==> config.mk <==
export PLATFORM = sky130hd
export DESIGN_NAME = sorted_circular_priority_queue_core_flat
export DESIGN_NICKNAME = d
export VERILOG_FILES = /design/src/sv/scpq_pkg.sv /design/src/sv/scpq_in_if.sv /design/src/sv/scpq_out_if.sv /design/src/sv/scpq_ram.sv /design/src/sv/sorted_circular_priority_queue_core.sv /design/src/flat_wrapper.sv
export SDC_FILE = /design/constraint.sdc
export NUM_CORES = 1
export LEC_CHECK = 0
export BUFFER_PORTS_ARGS = -buffer_cell sky130_fd_sc_hd__buf_2
export CORE_UTILIZATION = 35
export DETAILED_ROUTE_END_ITERATION = 10
export PLACE_DENSITY = 0.47
export SYNTH_ARGS = -nofsm -noshare
export SYNTH_HDL_FRONTEND = slang
export SYNTH_SLANG_ARGS = --single-unit
==> constraint.sdc <==
create_clock -name clk -period 6.6 [get_ports clk]
set_input_delay 1.98 -clock clk [delete_from_list [all_inputs] [get_ports clk]]
set_output_delay 1.98 -clock clk [all_outputs]
set_load 0.01 [all_outputs]
==> src/sv/scpq_pkg.sv <==
`timescale 1ns / 1ps
`default_nettype none
package scpq_pkg;

  // parameter defaults
  localparam int DEPTH_DEF        = 16;
  localparam int PRIO_BITS_DEF    = 8;
  localparam int PAYLOAD_BITS_DEF = 32;

  // fixed field widths
  localparam int CAP_W   = 5;
  localparam int CNT_W   = 5;
  localparam int STAT_W  = 2;
  localparam int CFG_DW  = 32;
  localparam int CFG_AW  = 3;

  localparam logic [CAP_W-1:0] CAP_RESET = CAP_W'(16);

  // register byte addresses
  localparam logic [CFG_AW-1:0] ADDR_CAPACITY = CFG_AW'(0);

  typedef enum logic {
    OP_ENQ = 1'b0,
    OP_DEQ = 1'b1
  } op_t;

  typedef enum logic [STAT_W-1:0] {
    STAT_ENQ   = 2'd0,
    STAT_DEQ   = 2'd1,
    STAT_FULL  = 2'd2,
    STAT_EMPTY = 2'd3
  } status_t;

endpackage
`default_nettype wire

==> src/sv/scpq_in_if.sv <==
`timescale 1ns / 1ps
`default_nettype none
interface scpq_in_if #(
  parameter int PRIO_BITS    = scpq_pkg::PRIO_BITS_DEF,
  parameter int PAYLOAD_BITS = scpq_pkg::PAYLOAD_BITS_DEF
);
  logic                    valid;
  logic                    ready;
  logic                    op;
  logic [PRIO_BITS-1:0]    prio_in;
  logic [PAYLOAD_BITS-1:0] payload_in;

  modport source (output valid, output op, output prio_in, output payload_in, input ready);
  modport sink   (input valid, input op, input prio_in, input payload_in, output ready);
endinterface
`default_nettype wire

==> src/sv/scpq_out_if.sv <==
`timescale 1ns / 1ps
`default_nettype none
interface scpq_out_if #(
  parameter int PRIO_BITS    = scpq_pkg::PRIO_BITS_DEF,
  parameter int PAYLOAD_BITS = scpq_pkg::PAYLOAD_BITS_DEF
);
  logic                        valid;
  logic                        ready;
  logic [scpq_pkg::STAT_W-1:0] status;
  logic [PRIO_BITS-1:0]        prio_out;
  logic [PAYLOAD_BITS-1:0]     payload_out;
  logic [scpq_pkg::CNT_W-1:0]  count;
  logic                        is_empty;
  logic                        is_full;

  modport source (output valid, output status, output prio_out, output payload_out,
                  output count, output is_empty, output is_full, input ready);
  modport sink   (input valid, input status, input prio_out, input payload_out,
                  input count, input is_empty, input is_full, output ready);
endinterface
`default_nettype wire

==> src/sv/scpq_ram.sv <==
`timescale 1ns / 1ps
`default_nettype none
module scpq_ram #(
  parameter int WIDTH = 40,
  parameter int DEPTH = scpq_pkg::DEPTH_DEF
) (
  input  wire logic                     clk,
  input  wire logic                     we,
  input  wire logic [$clog2(DEPTH)-1:0] waddr,
  input  wire logic [WIDTH-1:0]         wdata,
  input  wire logic [$clog2(DEPTH)-1:0] raddr,
  output      logic [WIDTH-1:0]         rdata
);
  logic [WIDTH-1:0] mem [DEPTH];

  always_ff @(posedge clk) begin
    if (we) begin
      mem[waddr] <= wdata;
    end
    rdata <= mem[raddr];
  end
endmodule
`default_nettype wire

==> src/sv/sorted_circular_priority_queue_core.sv <==
`timescale 1ns / 1ps
`default_nettype none
// steps, accept to result valid: a rejected beat or an enqueue into an empty queue goes
// straight to the finish step; a dequeue reads the head entry (registered ram read) first;
// any other enqueue walks past k entries, one compare and move per cycle, k <= capacity - 1
// flow: one beat at a time, next accept the cycle after the result loads; a stalled
// result holds the block in its last step
// reset (synchronous, rst_n low): queue empty, head at slot 0, capacity 16; ram not cleared
module sorted_circular_priority_queue_core #(
  parameter int DEPTH        = scpq_pkg::DEPTH_DEF,
  parameter int PRIO_BITS    = scpq_pkg::PRIO_BITS_DEF,
  parameter int PAYLOAD_BITS = scpq_pkg::PAYLOAD_BITS_DEF
) (
  input  wire logic                          clk,
  input  wire logic                          rst_n,
  scpq_in_if.sink                            in_ch,
  scpq_out_if.source                         out_ch,
  input  wire logic                          psel,
  input  wire logic                          penable,
  input  wire logic                          pwrite,
  input  wire logic [scpq_pkg::CFG_AW-1:0]   paddr,
  input  wire logic [scpq_pkg::CFG_DW-1:0]   pwdata,
  output      logic [scpq_pkg::CFG_DW-1:0]   prdata,
  output      logic                          pready
);
  localparam int IDX_W   = $clog2(DEPTH);
  localparam int CNT_W   = scpq_pkg::CNT_W;
  localparam int CAP_W   = scpq_pkg::CAP_W;
  localparam int ENT_W   = PRIO_BITS + PAYLOAD_BITS;
  localparam int SUM_W   = ((IDX_W > CNT_W) ? IDX_W : CNT_W) + 1;
  // largest slot count the 5-bit register can reach within this depth
  localparam int CAP_MAX = (DEPTH > (2**CAP_W - 1)) ? (2**CAP_W - 1) : DEPTH;

  typedef enum logic [2:0] {
    S_IDLE,
    S_WALK,
    S_PLACE,
    S_DEQ,
    S_FIN
  } state_t;

  // ---------------------------------------------------------------------------
  // state
  // ---------------------------------------------------------------------------
  state_t                      state_r, state_nxt;
  logic [CAP_W-1:0]            cap_r, cap_nxt;
  logic [IDX_W-1:0]            head_r, head_nxt;
  logic [CNT_W-1:0]            count_r, count_nxt;
  // slot the new entry currently sits in, and the slot in front being read
  logic [IDX_W-1:0]            cur_r, cur_nxt;
  logic [IDX_W-1:0]            prv_r, prv_nxt;
  logic [PRIO_BITS-1:0]        new_prio_r, new_prio_nxt;
  logic [PAYLOAD_BITS-1:0]     new_pay_r, new_pay_nxt;
  scpq_pkg::status_t           res_status_r, res_status_nxt;
  logic [PRIO_BITS-1:0]        res_prio_r, res_prio_nxt;
  logic [PAYLOAD_BITS-1:0]     res_pay_r, res_pay_nxt;

  // output register
  logic                        out_valid_r, out_valid_nxt;
  scpq_pkg::status_t           out_status_r, out_status_nxt;
  logic [PRIO_BITS-1:0]        out_prio_r, out_prio_nxt;
  logic [PAYLOAD_BITS-1:0]     out_pay_r, out_pay_nxt;
  logic [CNT_W-1:0]            out_count_r, out_count_nxt;
  logic                        out_empty_r, out_empty_nxt;
  logic                        out_full_r, out_full_nxt;

  // ram port
  logic                        ram_we;
  logic [IDX_W-1:0]            ram_waddr;
  logic [ENT_W-1:0]            ram_wdata;
  logic [IDX_W-1:0]            ram_raddr;
  logic [ENT_W-1:0]            ram_rdata;
  logic [PRIO_BITS-1:0]        rd_prio;
  logic [PAYLOAD_BITS-1:0]     rd_pay;

  // derived queue geometry
  logic [CNT_W-1:0]            cap_eff;
  logic [SUM_W-1:0]            tail_sum;
  logic [IDX_W-1:0]            tail_idx;
  logic [IDX_W-1:0]            tail_prev;
  logic [IDX_W-1:0]            prv_prev;
  logic [IDX_W-1:0]            head_inc;
  logic                        in_acc;
  logic                        out_acc;
  logic                        cfg_wr;

  scpq_ram #(
    .WIDTH (ENT_W),
    .DEPTH (DEPTH)
  ) u_ram (
    .clk   (clk),
    .we    (ram_we),
    .waddr (ram_waddr),
    .wdata (ram_wdata),
    .raddr (ram_raddr),
    .rdata (ram_rdata)
  );

  assign rd_prio = ram_rdata[ENT_W-1 -: PRIO_BITS];
  assign rd_pay  = ram_rdata[PAYLOAD_BITS-1:0];

  // slot index one step toward the head, wrapping at the effective capacity
  function automatic logic [IDX_W-1:0] step_back(input logic [IDX_W-1:0] idx,
                                                 input logic [CNT_W-1:0] cap);
    logic [IDX_W-1:0] last;
    last = IDX_W'(cap - CNT_W'(1));
    return (idx == '0) ? last : idx - IDX_W'(1);
  endfunction

  // zero reads as one, anything past the depth reads as the depth
  always_comb begin
    if (cap_r == '0) begin
      cap_eff = CNT_W'(1);
    end else if (cap_r > CAP_W'(CAP_MAX)) begin
      cap_eff = CNT_W'(CAP_MAX);
    end else begin
      cap_eff = CNT_W'(cap_r);
    end
  end

  // tail = (head + count) mod cap; head is below cap and count at most cap, so one subtract
  always_comb begin
    tail_sum = SUM_W'(head_r) + SUM_W'(count_r);
    if (tail_sum >= SUM_W'(cap_eff)) begin
      tail_sum = tail_sum - SUM_W'(cap_eff);
    end
    tail_idx = IDX_W'(tail_sum);
  end

  assign tail_prev = step_back(tail_idx, cap_eff);
  assign prv_prev  = step_back(prv_r, cap_eff);
  assign head_inc  = (SUM_W'(head_r) + SUM_W'(1) == SUM_W'(cap_eff)) ? '0
                                                                      : head_r + IDX_W'(1);

  // ---------------------------------------------------------------------------
  // handshakes
  // ---------------------------------------------------------------------------
  assign in_ch.ready = (state_r == S_IDLE);
  assign in_acc      = in_ch.valid && in_ch.ready;
  assign out_acc     = out_valid_r && out_ch.ready;

  assign out_ch.valid       = out_valid_r;
  assign out_ch.status      = out_status_r;
  assign out_ch.prio_out    = out_prio_r;
  assign out_ch.payload_out = out_pay_r;
  assign out_ch.count       = out_count_r;
  assign out_ch.is_empty    = out_empty_r;
  assign out_ch.is_full     = out_full_r;

  // config port: zero-wait apb; the user must write only while idle, the block does not enforce it
  assign pready = 1'b1;
  assign cfg_wr = psel && penable && pwrite && pready;
  assign prdata = (paddr == scpq_pkg::ADDR_CAPACITY) ? scpq_pkg::CFG_DW'(cap_r) : '0;

  // ---------------------------------------------------------------------------
  // sequencer: the one prio comparator and the ram port are reused every step
  // ---------------------------------------------------------------------------
  always_comb begin
    state_nxt      = state_r;
    cap_nxt        = cap_r;
    head_nxt       = head_r;
    count_nxt      = count_r;
    cur_nxt        = cur_r;
    prv_nxt        = prv_r;
    new_prio_nxt   = new_prio_r;
    new_pay_nxt    = new_pay_r;
    res_status_nxt = res_status_r;
    res_prio_nxt   = res_prio_r;
    res_pay_nxt    = res_pay_r;

    out_valid_nxt  = out_valid_r && !out_acc;
    out_status_nxt = out_status_r;
    out_prio_nxt   = out_prio_r;
    out_pay_nxt    = out_pay_r;
    out_count_nxt  = out_count_r;
    out_empty_nxt  = out_empty_r;
    out_full_nxt   = out_full_r;

    ram_we    = 1'b0;
    ram_waddr = cur_r;
    ram_wdata = {new_prio_r, new_pay_r};
    ram_raddr = prv_r;

    case (state_r)
      S_IDLE: begin
        if (in_acc) begin
          new_prio_nxt = in_ch.prio_in;
          new_pay_nxt  = in_ch.payload_in;
          res_prio_nxt = '0;
          res_pay_nxt  = '0;
          if (in_ch.op == scpq_pkg::OP_DEQ) begin
            if (count_r == '0) begin
              res_status_nxt = scpq_pkg::STAT_EMPTY;
              state_nxt      = S_FIN;
            end else begin
              // head entry comes back from the ram next cycle
              ram_raddr      = head_r;
              res_status_nxt = scpq_pkg::STAT_DEQ;
              state_nxt      = S_DEQ;
            end
          end else if (count_r == cap_eff) begin
            res_status_nxt = scpq_pkg::STAT_FULL;
            state_nxt      = S_FIN;
          end else begin
            res_status_nxt = scpq_pkg::STAT_ENQ;
            cur_nxt        = tail_idx;
            if (count_r == '0) begin
              // nothing to pass, lands at the tail right away
              ram_we    = 1'b1;
              ram_waddr = tail_idx;
              ram_wdata = {in_ch.prio_in, in_ch.payload_in};
              state_nxt = S_FIN;
            end else begin
              ram_raddr = tail_prev;
              prv_nxt   = tail_prev;
              state_nxt = S_WALK;
            end
          end
        end
      end

      S_WALK: begin
        // strictly greater moves ahead, equal keeps arrival order
        if (new_prio_r > rd_prio) begin
          ram_we    = 1'b1;
          ram_waddr = cur_r;
          ram_wdata = ram_rdata;
          cur_nxt   = prv_r;
          if (prv_r == head_r) begin
            state_nxt = S_PLACE;
          end else begin
            ram_raddr = prv_prev;
            prv_nxt   = prv_prev;
          end
        end else begin
          ram_we    = 1'b1;
          ram_waddr = cur_r;
          state_nxt = S_FIN;
        end
      end

      S_PLACE: begin
        ram_we    = 1'b1;
        ram_waddr = cur_r;
        state_nxt = S_FIN;
      end

      S_DEQ: begin
        res_prio_nxt = rd_prio;
        res_pay_nxt  = rd_pay;
        state_nxt    = S_FIN;
      end

      S_FIN: begin
        // wait for the output register to free up, then commit head and count
        if (!out_valid_r || out_acc) begin
          case (res_status_r)
            scpq_pkg::STAT_ENQ: begin
              count_nxt = count_r + CNT_W'(1);
            end
            scpq_pkg::STAT_DEQ: begin
              count_nxt = count_r - CNT_W'(1);
              head_nxt  = (count_r == CNT_W'(1)) ? '0 : head_inc;
            end
            default: begin
            end
          endcase
          out_valid_nxt  = 1'b1;
          out_status_nxt = res_status_r;
          out_prio_nxt   = res_prio_r;
          out_pay_nxt    = res_pay_r;
          out_count_nxt  = count_nxt;
          out_empty_nxt  = (count_nxt == '0);
          out_full_nxt   = (count_nxt == cap_eff);
          state_nxt      = S_IDLE;
        end
      end

      default: begin
        state_nxt = S_IDLE;
      end
    endcase

    // capacity write empties the queue since the slot mapping changes
    if (cfg_wr && paddr == scpq_pkg::ADDR_CAPACITY) begin
      cap_nxt   = pwdata[CAP_W-1:0];
      head_nxt  = '0;
      count_nxt = '0;
    end
  end

  always_ff @(posedge clk) begin
    if (!rst_n) begin
      state_r     <= S_IDLE;
      cap_r       <= scpq_pkg::CAP_RESET;
      head_r      <= '0;
      count_r     <= '0;
      out_valid_r <= 1'b0;
    end else begin
      state_r     <= state_nxt;
      cap_r       <= cap_nxt;
      head_r      <= head_nxt;
      count_r     <= count_nxt;
      out_valid_r <= out_valid_nxt;
    end
    cur_r        <= cur_nxt;
    prv_r        <= prv_nxt;
    new_prio_r   <= new_prio_nxt;
    new_pay_r    <= new_pay_nxt;
    res_status_r <= res_status_nxt;
    res_prio_r   <= res_prio_nxt;
    res_pay_r    <= res_pay_nxt;
    out_status_r <= out_status_nxt;
    out_prio_r   <= out_prio_nxt;
    out_pay_r    <= out_pay_nxt;
    out_count_r  <= out_count_nxt;
    out_empty_r  <= out_empty_nxt;
    out_full_r   <= out_full_nxt;
  end
endmodule
`default_nettype wire
==> src/flat_wrapper.sv <==
// flat-port wrapper written by rule: the top's interface ports become plain ports
module sorted_circular_priority_queue_core_flat 
#(
  parameter int DEPTH        = scpq_pkg::DEPTH_DEF,
  parameter int PRIO_BITS    = scpq_pkg::PRIO_BITS_DEF,
  parameter int PAYLOAD_BITS = scpq_pkg::PAYLOAD_BITS_DEF
)
  (clk, rst_n, psel, penable, pwrite, paddr, pwdata, prdata, pready, in_ch_valid, in_ch_op, in_ch_prio_in, in_ch_payload_in, in_ch_ready, out_ch_valid, out_ch_status, out_ch_prio_out, out_ch_payload_out, out_ch_count, out_ch_is_empty, out_ch_is_full, out_ch_ready);
  scpq_in_if #(.PRIO_BITS(PRIO_BITS), .PAYLOAD_BITS(PAYLOAD_BITS)) in_ch_i ();
  scpq_out_if #(.PRIO_BITS(PRIO_BITS), .PAYLOAD_BITS(PAYLOAD_BITS)) out_ch_i ();
  input  wire logic clk;
  input  wire logic rst_n;
  input  wire logic psel;
  input  wire logic penable;
  input  wire logic pwrite;
  input  wire logic [scpq_pkg::CFG_AW-1:0] paddr;
  input  wire logic [scpq_pkg::CFG_DW-1:0] pwdata;
  output      logic [scpq_pkg::CFG_DW-1:0] prdata;
  output      logic pready;
  input wire logic [$bits(in_ch_i.valid)-1:0] in_ch_valid;
  input wire logic [$bits(in_ch_i.op)-1:0] in_ch_op;
  input wire logic [$bits(in_ch_i.prio_in)-1:0] in_ch_prio_in;
  input wire logic [$bits(in_ch_i.payload_in)-1:0] in_ch_payload_in;
  output wire logic [$bits(in_ch_i.ready)-1:0] in_ch_ready;
  output wire logic [$bits(out_ch_i.valid)-1:0] out_ch_valid;
  output wire logic [$bits(out_ch_i.status)-1:0] out_ch_status;
  output wire logic [$bits(out_ch_i.prio_out)-1:0] out_ch_prio_out;
  output wire logic [$bits(out_ch_i.payload_out)-1:0] out_ch_payload_out;
  output wire logic [$bits(out_ch_i.count)-1:0] out_ch_count;
  output wire logic [$bits(out_ch_i.is_empty)-1:0] out_ch_is_empty;
  output wire logic [$bits(out_ch_i.is_full)-1:0] out_ch_is_full;
  input wire logic [$bits(out_ch_i.ready)-1:0] out_ch_ready;
  assign in_ch_i.valid = in_ch_valid;
  assign in_ch_i.op = in_ch_op;
  assign in_ch_i.prio_in = in_ch_prio_in;
  assign in_ch_i.payload_in = in_ch_payload_in;
  assign in_ch_ready = in_ch_i.ready;
  assign out_ch_valid = out_ch_i.valid;
  assign out_ch_status = out_ch_i.status;
  assign out_ch_prio_out = out_ch_i.prio_out;
  assign out_ch_payload_out = out_ch_i.payload_out;
  assign out_ch_count = out_ch_i.count;
  assign out_ch_is_empty = out_ch_i.is_empty;
  assign out_ch_is_full = out_ch_i.is_full;
  assign out_ch_i.ready = out_ch_ready;
  sorted_circular_priority_queue_core #(.DEPTH(DEPTH), .PRIO_BITS(PRIO_BITS), .PAYLOAD_BITS(PAYLOAD_BITS)) u_core (.clk(clk), .rst_n(rst_n), .in_ch(in_ch_i), .out_ch(out_ch_i), .psel(psel), .penable(penable), .pwrite(pwrite), .paddr(paddr), .pwdata(pwdata), .prdata(prdata), .pready(pready));
endmodule
==> results.md <==
Outcome:
- The run finished with clean final reports.

Floorplan:
- The floorplan step defined a die boundary enclosing roughly 0.1 mm^2.
- The number of I/O pins is ~170.
- The cell row count is about 110.
- The die extent in y is a little over 300 um.
- The initial core utilization is 0.353.
- The core region is between 0.09 and 0.1 mm^2.
- Measured along the x axis, the die boundary spans a little over 300 um.

Critical path:
- The cell with the most instances on the worst path is ha_1.
- The cell count of the worst reg-to-reg path is 20.
- The number of buffers and inverters on the critical path is 3.
- The category of cells accounting for the largest share of critical-path delay is compound AO/OA/AOI/OAI gates.
- The internal reg-to-reg setup slack is around 0.52 ns.
- STA puts the critical path data arrival time at 6.67 ns.
- The cell with the biggest individual delay on the critical path is nand3_2.
- The maximum fanout along the worst path is 16.
- Traced cell by cell, the critical path runs through ha_1 > inv_1 > fa_1 > inv_1 > a21o_1 > a21oi_1 > xnor2_1 > ha_1 > or2_2 > o22a_4 > a211oi_4 > mux2_2 > ha_1 > nand2_1 > o2111ai_1 > a31oi_1 > nand3_2 > buf_12 > o22ai_1 > or4_1.
- The endpoint identified for the worst register-to-register timing path is u_core.u_ram.rdata[12].
- The element type at the critical path end is a flip-flop.
- The critical path start-end classification is flip-flop to flip-flop.
- The largest incremental delay on the critical path is around 0.88 ns.
- The startpoint of the worst register-to-register path is u_core.count_r[0].
- The startpoint class of the critical path is a flip-flop.
- For the worst setup path, the data required time is 7.19 ns.

CTS:
- The hold buffer count at cts is 0.
- The deepest level of the CTS H-tree is 3.
- The TritonCTS clock tree is done.
- The number of CTS-inserted buffers is slightly below 90.
- Clock-pin slew was measured on the worst setup and hold paths at roughly 0.060 ns.
- Gates resized during post-CTS repair numbered 0.
- The number of clock sinks is around 840.
- Buffers added to address setup during post-CTS repair amount to 0.
- The root buffer cell is clkbuf_16.
- The largest buffer count on any clock path is 3.
- The worst-skew pair later-pin latency is roughly 0.67 ns.

Pwr:
- Across the VDD grid, the largest voltage drop is 0.304 mV.
- The total power of the final layout is 19.1 mW.
- The static power due to leakage is ~13 nW.
- For this design the ratio of total power to cell area is 491 mW/mm^2.

Synth:
- The library cell with the largest summed area after synthesis is edfxtp_1.
- Among all flip-flop cells after synthesis, the most frequent one is edfxtp_1.
- Ranked by total cell area, the synthesized netlist is headed by edfxtp_1 (70%), mux2i_1 (8.0%), dfxtp_1 (3.5%).
- The number of enable-type register cells in the synthesized netlist is 779.
- The summed instance area of the synthesized netlist is between 0.03 and 0.04 mm^2.
- In this run the mean area of a mapped cell was between 15 and 20 um^2.
- The gate count after technology mapping is roughly 2100.
- Counting flops with an async set or reset pin after synthesis yields a share of 0.
- The number of different library cells in the post-synthesis netlist is between 70 and 80.
- For this run, the register share of the synthesized area comes to 0.732.
- The flip-flop and latch count after synthesis is 837.
- Of the post-synthesis cell area, the dominant cell type holds 0.697.
- The most repeated cell in the gate-level netlist after synthesis is edfxtp_1.
- By count the netlist is led by edfxtp_1 (779), mux2i_1 (268), o22ai_1 (97), a21oi_1 (74), nand3_1 (71).
- The synthesis warning total is 0.

STA:
- The clock period minus worst slack is just over 6 ns.
- The part of the cycle the worst path needs is 0.921.
- The final-report max-slew violation count came to 0.
- Static timing analysis puts the maximum clock frequency at around 0.16 GHz.
- For the pin with the worst max-slew slack, the measured transition is around 1 ns.
- The clock arrives with 0.0330 ns of skew.
- Setup repair after global routing left no endpoint under its margin.
- The post-route setup TNS is 0 ns.
- The relative slew slack is 0.316.
- Setup violations remaining at the end of the flow were counted as 0.
- In the post-route analysis, the smallest setup slack over all paths is about 0.52 ns.
- The hold violation total from the final report is 0.

Global routing:
- The overflow left after global routing is 0.
- The number of antenna violations at the first check in global routing is 7.
- The via count of the first global-routing pass was 18642.
- The largest net degree at the start of global routing is 50.
- The wire length of the first global-routing pass is around 130 mm.
- The overall global routing resource usage is 0.185.

Layout:
- Of the cells placed in the final design, the portion with a size suffix greater than 1 is 0.161.
- The net count of the finished layout is between 2000 and 2500.
- The final design area excluding fillers is approximately 0.04 mm^2.
- The area growth from synthesis to layout is 15.8%.
- The core utilization of the finished layout is 0.409.

Route:
- The count of nets left with antenna violations once routing finished came out at 0.
- The first-pass iteration count of the detailed router is 8.
- The count of routing violations after the opening detailed-route iteration is roughly 1800.
- The total routed wirelength is 90.8 mm.
- Detailed routing inserted a total of 18937 vias.
- After detailed routing, the number of remaining DRC violations is 0.
- In the final routed layout, each cell accounts on average for roughly 25 um.
- Using the TritonRoute via totals, the vias-per-cell ratio works out to 5.27.

Place:
- The global placement routability congestion is between 0.8 and 0.9.
- The total of buffers placed on input and output ports is between 100 and 150.
- After detailed placement, the total cell area comes to approximately 0.036 mm^2.
- The worst slack after detailed placement is 0.540 ns.
- Once detailed placement completed, the half-perimeter wirelength came to between 50 and 60 mm.

Run:
- The total of max-cap violations is 0.

Worst hold path:
- The endpoint of the worst hold-timing path is u_core.out_ch.prio_out[2].
- In this run the most critical hold path is launched from u_core.res_prio_r[2].
- The path class of the tightest hold or removal check is flip-flop to flip-flop.
- The cell depth of the worst min-delay path is 0.
## how the worst max path moves through the flow
stage                            from                 endpoint  slack (ns)  depth (start not counted)
floorplan           u_core.count_r[0]  u_core.u_ram.mem[11][0]        1.12                         16
global placement     u_core.head_r[0]    u_core.u_ram.rdata[9]        0.62                         19
detailed placement  u_core.count_r[0]   u_core.u_ram.rdata[12]        0.54                         18
CTS                 u_core.count_r[0]   u_core.u_ram.rdata[12]        0.50                         18
global route        u_core.count_r[0]    u_core.u_ram.rdata[9]        0.07                         19
finish              u_core.count_r[0]   u_core.u_ram.rdata[12]        0.52                         20
## metrics by stage
step	hold WS, ns	instances
global placement	0.403	3422
detailed placement	0.405	3422
CTS	0.418	3589
finish	0.411	3590
floorplan	0.400	2115
global route	0.422	3589
## area by class of cell
type,instances,area [um^2]
fill,8616,56200
sequential,837,24600
multi-input combinational,1060,8120
clock buffer,132,2560
tap,1265,1580
timing repair buffer,192,1450
clock inverter,35,327
inverter,68,255
antenna,1,2.50
## cell families (layout without fill, tap and decap cells)
family          after synthesis  after routing  synth area share
xor+xnor                     29             29           0.00757
buf+inv                     218            427            0.0348
compound gates              381            381            0.0793
simple gates                311            311            0.0506
flops                       837            837             0.732
mux                         286            286            0.0860
fa+ha+maj                    25             25           0.00977
other cells                   2             29          0.000224
## sequential cells by signal, indices dropped and copies added, names as in the netlist, 5 cells and up
| register | count |
|---|---|
| u_core.cap_r | 5 |
| u_core.count_r | 5 |
| u_core.new_pay_r | 32 |
| u_core.new_prio_r | 8 |
| u_core.out_ch.count | 5 |
| u_core.out_ch.payload_out | 32 |
| u_core.out_ch.prio_out | 8 |
| u_core.res_pay_r | 32 |
| u_core.res_prio_r | 8 |
| u_core.u_ram.mem | 640 |
| u_core.u_ram.rdata | 40 |
## power breakdown
group | internal, mW | leakage, nW | switching, mW
Combinational | 2.36 | 4.47 | 4.35
Sequential | 7.21 | 7.59 | 0.274
Clock | 2.85 | 1.40 | 2.05
## layer usage
layer	global-route usage	vias up	share of wire
met5	0	-	0.00026
met4	0.0541	4	0.019
met3	0.0333	114	0.067
met2	0.298	664	0.47
met1	0.256	9671	0.45
li1	-	8484	-
## layout by cell type, fill, tap and decap left out, types with 48 or more instances in the layout
cell type	n
inv_1	67
o21ai_0	62
a21oi_1	74
clkbuf_16	91
buf_4	58
mux2i_1	268
buf_2	111
and2_1	48
nand3_1	69
o22ai_1	97
dfxtp_1	58
edfxtp_1	779
(Power assumes the default switching activity.)
